File: src/hdl/dq_pkg.sv
package dq_pkg;

  // Ring depth and the widths that follow from it.
  localparam int DEPTH = 64;
  localparam int AW    = $clog2(DEPTH);
  localparam int CW    = $clog2(DEPTH + 1);
  localparam int SW    = CW + 1;

  localparam int WORD_W = 64;

  // Operation codes on the mode port.
  localparam logic [2:0] MODE_PUSH_FRONT = 3'd0;
  localparam logic [2:0] MODE_PUSH_BACK  = 3'd1;
  localparam logic [2:0] MODE_POP_FRONT  = 3'd2;
  localparam logic [2:0] MODE_POP_BACK   = 3'd3;
  localparam logic [2:0] MODE_REVERSE    = 3'd4;
  localparam logic [2:0] MODE_QUERY      = 3'd5;

  // Status codes.
  localparam logic [1:0] ST_DONE  = 2'd0;
  localparam logic [1:0] ST_FULL  = 2'd1;
  localparam logic [1:0] ST_EMPTY = 2'd2;

  typedef enum logic {
    DQ_IDLE,
    DQ_FILL
  } dq_state_t;

  // One request to the word store per cycle: an optional write and a read.
  typedef struct packed {
    logic              we;
    logic [AW-1:0]     waddr;
    logic [WORD_W-1:0] wdata;
    logic [AW-1:0]     raddr;
  } dq_mem_req_t;

endpackage

File: src/hdl/dq_store.sv
module dq_store (
  input  logic                      clk,
  input  dq_pkg::dq_mem_req_t       req,
  output logic [dq_pkg::WORD_W-1:0] rd_data
);
  import dq_pkg::*;

  logic [WORD_W-1:0] mem [DEPTH];

  always_ff @(posedge clk) begin
    if (req.we) begin
      mem[req.waddr] <= req.wdata;
    end
  end

  always_ff @(posedge clk) begin
    rd_data <= mem[req.raddr];
  end

endmodule

File: src/hdl/dq_ctrl.sv
module dq_ctrl (
  input  logic                      clk,
  input  logic                      rst,
  input  logic                      start,
  input  logic [2:0]                mode,
  input  logic [dq_pkg::WORD_W-1:0] data_value,
  input  logic [dq_pkg::WORD_W-1:0] rd_data,
  output dq_pkg::dq_mem_req_t       req,
  output logic                      busy,
  output logic                      done,
  output logic [dq_pkg::WORD_W-1:0] front_word,
  output logic [dq_pkg::WORD_W-1:0] back_word,
  output logic [dq_pkg::CW-1:0]     entry_count,
  output logic                      is_empty,
  output logic [1:0]                status
);
  import dq_pkg::*;

  dq_state_t         state, state_next;
  logic [AW-1:0]     head, head_next;
  logic [CW-1:0]     cnt, cnt_next;
  logic              rev, rev_next;
  logic              done_next;
  logic [1:0]        status_next;
  logic              fill_front, fill_front_next;
  // Cached copies of the words at the two physical ends.
  logic [WORD_W-1:0] pf, pf_next;
  logic [WORD_W-1:0] pb, pb_next;

  logic          accept;
  logic          is_push;
  logic          at_front;
  logic          full_q;
  logic          empty_q;
  logic [AW-1:0] head_inc;
  logic [AW-1:0] head_dec;
  logic [CW-1:0] off;
  logic [SW-1:0] sum;
  logic [SW-1:0] slot;
  logic [AW-1:0] slot_a;

  assign accept   = start && (state == DQ_IDLE);
  assign is_push  = (mode == MODE_PUSH_FRONT) || (mode == MODE_PUSH_BACK);
  assign at_front = ((mode == MODE_PUSH_FRONT) || (mode == MODE_POP_FRONT)) != rev;
  assign full_q   = (cnt == CW'(DEPTH));
  assign empty_q  = (cnt == '0);
  assign head_inc = (head == AW'(DEPTH - 1)) ? '0 : head + AW'(1);
  assign head_dec = (head == '0) ? AW'(DEPTH - 1) : head - AW'(1);

  // Slot past the back for a push, slot before the back for a pop.
  assign off    = is_push ? cnt : cnt - CW'(2);
  assign sum    = SW'(head) + SW'(off);
  assign slot   = (sum >= SW'(DEPTH)) ? sum - SW'(DEPTH) : sum;
  assign slot_a = slot[AW-1:0];

  always_comb begin
    state_next      = state;
    head_next       = head;
    cnt_next        = cnt;
    rev_next        = rev;
    pf_next         = pf;
    pb_next         = pb;
    status_next     = status;
    fill_front_next = fill_front;
    done_next       = 1'b0;
    req.we          = 1'b0;
    req.waddr       = slot_a;
    req.wdata       = data_value;
    req.raddr       = at_front ? head_inc : slot_a;
    case (state)
      DQ_IDLE: begin
        if (accept) begin
          done_next   = 1'b1;
          status_next = ST_DONE;
          case (mode)
            MODE_PUSH_FRONT, MODE_PUSH_BACK: begin
              if (full_q) begin
                status_next = ST_FULL;
              end else begin
                req.we   = 1'b1;
                cnt_next = cnt + CW'(1);
                if (at_front) begin
                  head_next = head_dec;
                  req.waddr = head_dec;
                  pf_next   = data_value;
                  if (empty_q) begin
                    pb_next = data_value;
                  end
                end else begin
                  pb_next = data_value;
                  if (empty_q) begin
                    pf_next = data_value;
                  end
                end
              end
            end
            MODE_POP_FRONT, MODE_POP_BACK: begin
              if (empty_q) begin
                status_next = ST_EMPTY;
              end else begin
                cnt_next        = cnt - CW'(1);
                fill_front_next = at_front;
                if (at_front) begin
                  head_next = head_inc;
                end
                done_next  = 1'b0;
                state_next = DQ_FILL;
              end
            end
            MODE_REVERSE: begin
              rev_next = ~rev;
            end
            default: begin
            end
          endcase
        end
      end
      DQ_FILL: begin
        if (fill_front) begin
          pf_next = rd_data;
        end else begin
          pb_next = rd_data;
        end
        done_next  = 1'b1;
        state_next = DQ_IDLE;
      end
      default: begin
        state_next = DQ_IDLE;
      end
    endcase
  end

  always_ff @(posedge clk) begin
    if (rst) begin
      state <= DQ_IDLE;
      head  <= '0;
      cnt   <= '0;
      rev   <= 1'b0;
      done  <= 1'b0;
    end else begin
      state <= state_next;
      head  <= head_next;
      cnt   <= cnt_next;
      rev   <= rev_next;
      done  <= done_next;
    end
  end

  always_ff @(posedge clk) begin
    pf         <= pf_next;
    pb         <= pb_next;
    status     <= status_next;
    fill_front <= fill_front_next;
  end

  assign busy        = (state != DQ_IDLE);
  assign entry_count = cnt;
  assign is_empty    = empty_q;
  assign front_word  = empty_q ? '0 : (rev ? pb : pf);
  assign back_word   = empty_q ? '0 : (rev ? pf : pb);

endmodule

File: src/hdl/double_ended_queue_unit.sv
// Bounded double-ended queue of 64-bit words kept in a ring buffer.
//
// Command channel: a word (mode, data_value) is taken at a rising edge where
// start is high and busy is low. Modes push at the front or back, pop the
// front or back, reverse the order, or only query; unused codes act as query.
// Result channel: done is high for exactly one cycle, and during that cycle
// front_word, back_word, entry_count, is_empty and status describe the queue
// after the operation. The receiver cannot hold a result off; it must take it.
// Timing: push, reverse, query and any refused operation give their result
// in the cycle after acceptance, and a new word may be issued in that same
// cycle, so they run at one word per cycle. A successful pop goes through
// the fill state to fetch the word that becomes the new end from the
// single-read-port store, whose read is registered; busy is high meanwhile.
// Reset (synchronous, active high) empties the queue, clears the direction
// flag and the head pointer; the store itself is not cleared, since a stale
// word read from it is never shown: both end words read as zero when empty.
module double_ended_queue_unit (
  input  logic                      clk,
  input  logic                      rst,
  input  logic                      start,
  output logic                      busy,
  input  logic [2:0]                mode,
  input  logic [dq_pkg::WORD_W-1:0] data_value,
  output logic                      done,
  output logic [dq_pkg::WORD_W-1:0] front_word,
  output logic [dq_pkg::WORD_W-1:0] back_word,
  output logic [dq_pkg::CW-1:0]     entry_count,
  output logic                      is_empty,
  output logic [1:0]                status
);
  import dq_pkg::*;

  dq_mem_req_t       req;
  logic [WORD_W-1:0] rd_data;

  // The word store holds the queue contents; the controller keeps the head pointer,
  // the count, the direction flag and cached copies of both end words.
  dq_store u_store (
    .clk     (clk),
    .req     (req),
    .rd_data (rd_data)
  );

  dq_ctrl u_ctrl (
    .clk         (clk),
    .rst         (rst),
    .start       (start),
    .mode        (mode),
    .data_value  (data_value),
    .rd_data     (rd_data),
    .req         (req),
    .busy        (busy),
    .done        (done),
    .front_word  (front_word),
    .back_word   (back_word),
    .entry_count (entry_count),
    .is_empty    (is_empty),
    .status      (status)
  );

  // A result is never shown while a fetch is still outstanding.
  assert property (@(posedge clk) disable iff (rst) done |-> !busy)
    else $error("result strobe while busy");

  // The count never exceeds the ring depth.
  assert property (@(posedge clk) disable iff (rst) entry_count <= CW'(DEPTH))
    else $error("count beyond depth");

  // Every accepted word yields a result next cycle or starts a fetch.
  assert property (@(posedge clk) disable iff (rst)
    start && !busy |=> done || busy)
    else $error("accepted word produced no result");

  // A successful pop always goes through the fetch cycle.
  assert property (@(posedge clk) disable iff (rst)
    start && !busy && !is_empty &&
    (mode == MODE_POP_FRONT || mode == MODE_POP_BACK) |=> busy ##1 done)
    else $error("pop did not fetch the new end word");

endmodule
File: config.mk
export PLATFORM = sky130hd
export DESIGN_NAME = double_ended_queue_unit
export DESIGN_NICKNAME = d
export VERILOG_FILES = /design/src/hdl/dq_pkg.sv /design/src/hdl/dq_store.sv /design/src/hdl/dq_ctrl.sv /design/src/hdl/double_ended_queue_unit.sv
export SDC_FILE = /design/constraint.sdc
export NUM_CORES = 2
export LEC_CHECK = 0
export BUFFER_PORTS_ARGS = -buffer_cell sky130_fd_sc_hd__buf_2
export CORE_UTILIZATION = 35
export DETAILED_ROUTE_END_ITERATION = 8
export PLACE_DENSITY = 0.6
export SYNTH_ARGS = -nofsm -noshare
export SYNTH_HDL_FRONTEND = slang
export SYNTH_SLANG_ARGS = --single-unit
export TNS_END_PERCENT = 50
File: constraint.sdc
create_clock -name clk -period 13.3 [get_ports clk]
set_input_delay 1.33 -clock clk [delete_from_list [all_inputs] [get_ports clk]]
set_output_delay 1.33 -clock clk [all_outputs]
set_load 0.01 [all_outputs]
==> out/metrics.cfg <==
[outcome]
status = complete, no violations

[setup_path]
arrival_ns = 7.11
start_kind = primary input
worst_ep_required_time_ns = 13.89
crit_path_max_fanout = 35
cp-end-kind = flip-flop
slowest_delay_ns = 0.82
path_class = in -> reg
crit_chain = buf_2 -> nor2_1 -> mux2i_1 -> ha_1 -> a211oi_1 -> a21oi_1 -> o22ai_1 -> nand2_1 -> o21ai_0 -> nand2_1 -> nor2_4 -> buf_4 -> buf_4
slowest_stage = nor2_4

[grt]
grt_first_pass_wirelength_um = 736000
grt_usage_pct = 21.1
use_met1_pct = 29.6
grt-ovfl-total = 0
antenna_found_initial = 27
met3_usage_pct = 3.28
grt.busiest_layer = met2
met2_usage_pct = 33.1
grt_pass1_vias = 96400
grt_max_degree = 179

[floorplanning]
ios = 210
core_um2 = 475000
initial_utilization_pct = 35.2
rows = 253
die_x_um = 694
dieArea_um2 = 481000
die_h_um = 694

[flow_run]
max_cap_violations = 0

[cts]
postCtsSetupBuffers = 0
cts_sinks = 4307
htree_levels = 5
cts-resized-gates = 0
clock_latency_ns = 1.05
cts_tree = built
cts_buffer_depth = 4
root_buffer = clkbuf_16
ctsHoldBuffers = 0
cts.clk_slew.worst_paths_ns = 0.06
cts_inserted_buffers = 419

[sta]
worst_slew_pin_slew_ns = 1.32
slew_viol_final = 0
setup-tns-final_ns = 0
finClkSkew_ns = 0.0737
slew_headroom_pct = 12.1
fin_crit_sh_pct = 49.0
grt_setup_unrepaired = no
hold_viol_final = 0
holdWs_ns = 0.587
setup_viol = 0
clock.fmax_mhz = 153
fin_crit_ns = 6.52

[placement]
dp_cells = 17000
io_buffers = 209
hpwl_um = 277000
place_congestion = 0.823

[route]
routed_wl_um = 527000
wl_per_cell_um = 29.7
drtIter0Drc = 13600
vias_per_cell = 5.76
dr.pass1.iters = 7
vias = 102000
ant_nets = 0
drc = 0

[power_and_ir_drop]
total_power_mw = 31.6
irDropWorstVdd_mv = 0.123
p_per_area_nw_per_um2 = 166
leakage_nw = 61.1

[yosys]
avgSynthCellArea_um2 = 15.4
synthDistinctLibCells = 69
synthCells = 10800
ys_seq_area_share_pct = 76.7
yosys.area.top_type = edfxtp_1
synth_top_area_share_pct = 75.8
syn_nets = 10900
netlist_area_um2 = 167000
yosysWarnings = 0
synthTopCellsByArea = edfxtp_1 (76%), mux2i_1 (4.5%), nand2_1 (2.9%)
synth_flop_cell = edfxtp_1
ys_async_sr_fraction_pct = 0
synth_edf_count = 4227
synth-seq-cells = 4307

[final_layout]
num-nets-final = 11100
fin_util_pct = 40.0
final_cells = 17700
area_growth_syn_to_layout_pct = 13.4
drive_gt1_share_pct = 11.1
fill_cells = 43300

[hold_path]
hold_path_class = reg -> reg

-- metrics by stage --
step                setup slack [ns]  cell area (um^2)
finish                          6.78            190000
global placement                5.81            176000
global route                    6.64            190000
detailed placement              5.89            176000
floorplan                       6.25            167000
CTS                             6.90            190000
-- cells in the mapped netlist, types with 3 or more instances --
library cell and number:
nand4_1 69, inv_1 13, or3_1 16, buf_4 23
o211ai_1 462, nand3_1 470, a22oi_1 113, o31ai_1 3
a21o_1 223, nor2_1 230, a21oi_1 556, a22o_1 66
buf_6 7, a31oi_1 81, and3_1 6, clkbuf_1 509
ha_1 16, or4_1 49, nor2b_1 4, a211oi_1 292
nand2_1 1292, o21ai_0 578, a211o_1 29, xnor2_1 12
and4_1 14, o22ai_1 52, mux2_2 70, buf_1 34
a221oi_1 126, a222oi_1 4, o21ai_1 3, nor3_1 59
and2_1 6, nor4_1 54, dfxtp_1 80, edfxtp_1 4227
buf_2 187, xor2_1 7, a2111oi_0 3, nand2b_1 5
mux2i_1 756
-- flip-flops by register name, indices dropped and copies added (netlist names) --
register	count
u_ctrl.done	1
u_ctrl.busy	1
u_ctrl.entry_count	7
u_ctrl.head	6
u_ctrl.status	2
u_ctrl.pf	64
u_ctrl.rev	1
u_store.rd_data	64
u_ctrl.pb	64
u_store.mem	4096
u_ctrl.fill_front	1
-- power breakdown --
part           total [mW]  leakage (nW)  switching [mW]  internal [mW]
registers            15.2          38.7           0.111           15.1
clock network        11.8          6.61            5.22           6.62
logic                4.56          15.8            3.29           1.26
-- routing by layer --
layer	vias to the layer above	share of wire, %	wire [um]
met4	4	3.9	20700
li1	42700	-	-
met3	909	9.5	50100
met1	53000	41	215000
met5	-	0.0046	24
met2	5549	46	241000
-- placed cells by master, fill, tap and decap left out, types with 12 or more instances in the layout --
cell       synthesis  layout
edfxtp_1        4227    4227
nand2_1         1292    1287
mux2i_1          756     756
o21ai_0          578     577
a21oi_1          556     555
nand3_1          470     467
o211ai_1         462     462
clkbuf_16          0     420
a211oi_1         292     292
buf_4             23     270
a21o_1           223     222
buf_2            187     209
nor2_1           230     164
a221oi_1         126     126
a22oi_1          113     113
clkbuf_1         509     100
clkinv_1           1      80
a31oi_1           81      80
dfxtp_1           80      78
clkinv_2           0      74
mux2_2            70      70
nand4_1           69      69
nor2_4             2      68
a22o_1            66      66
nor3_1            59      58
nor4_1            54      53
o22ai_1           52      50
or4_1             49      49
bufinv_16          0      33
a211o_1           29      29
clkbuf_8           0      25
buf_12             0      19
or3_1             16      16
ha_1              16      16
diode_2            0      15
and4_1            14      14
inv_1             13      13
xnor2_1           12      12
-- critical path, delay by kind of cell --
kind            cells  cell delay (ns)
compound gates      4             1.42
fa+ha+maj           1             0.35
mux                 1             0.31
simple gates        4             1.98
buf+inv             3             1.57
-- final timing paths --
check	startpoint	endpoint	slack, ns	cells after the start
setup / recovery	mode[2]	u_store.mem[54][16]	6.78	13
hold reg to reg	u_store.rd_data[31]	u_ctrl.pb[31]	0.59	1
hold / removal	u_store.rd_data[31]	u_ctrl.pb[31]	0.59	1
setup reg to reg	u_ctrl.entry_count[1]	u_store.mem[54][16]	6.83	13
-- final cells by class --
cell class | instances | area, um^2 | share of cell area, %
diodes | 15 | 37.5 | 0.0198
clock buffers | 545 | 11200 | 5.91
clock inverters | 222 | 2300 | 1.21
inverters | 15 | 56.3 | 0.0296
multi-input cells | 5758 | 36400 | 19.1
flip-flops and latches | 4307 | 129000 | 67.7
well taps | 6375 | 7980 | 4.20
repair buffers | 498 | 3450 | 1.82
-- logic make-up after synthesis --
family / count (synthesis) / synth area share, %
AOI/OAI and AO/OA: 2606 / 10.1
xor gates and xnor gates: 19 / 0.0994
adders and majority gates: 18 / 0.143
buffers and inverters: 776 / 1.96
DFF: 4307 / 76.7
muxes: 829 / 5.02
and+or+nand+nor: 2286 / 5.95
Note: power is estimated with default switching activity, not from simulation.
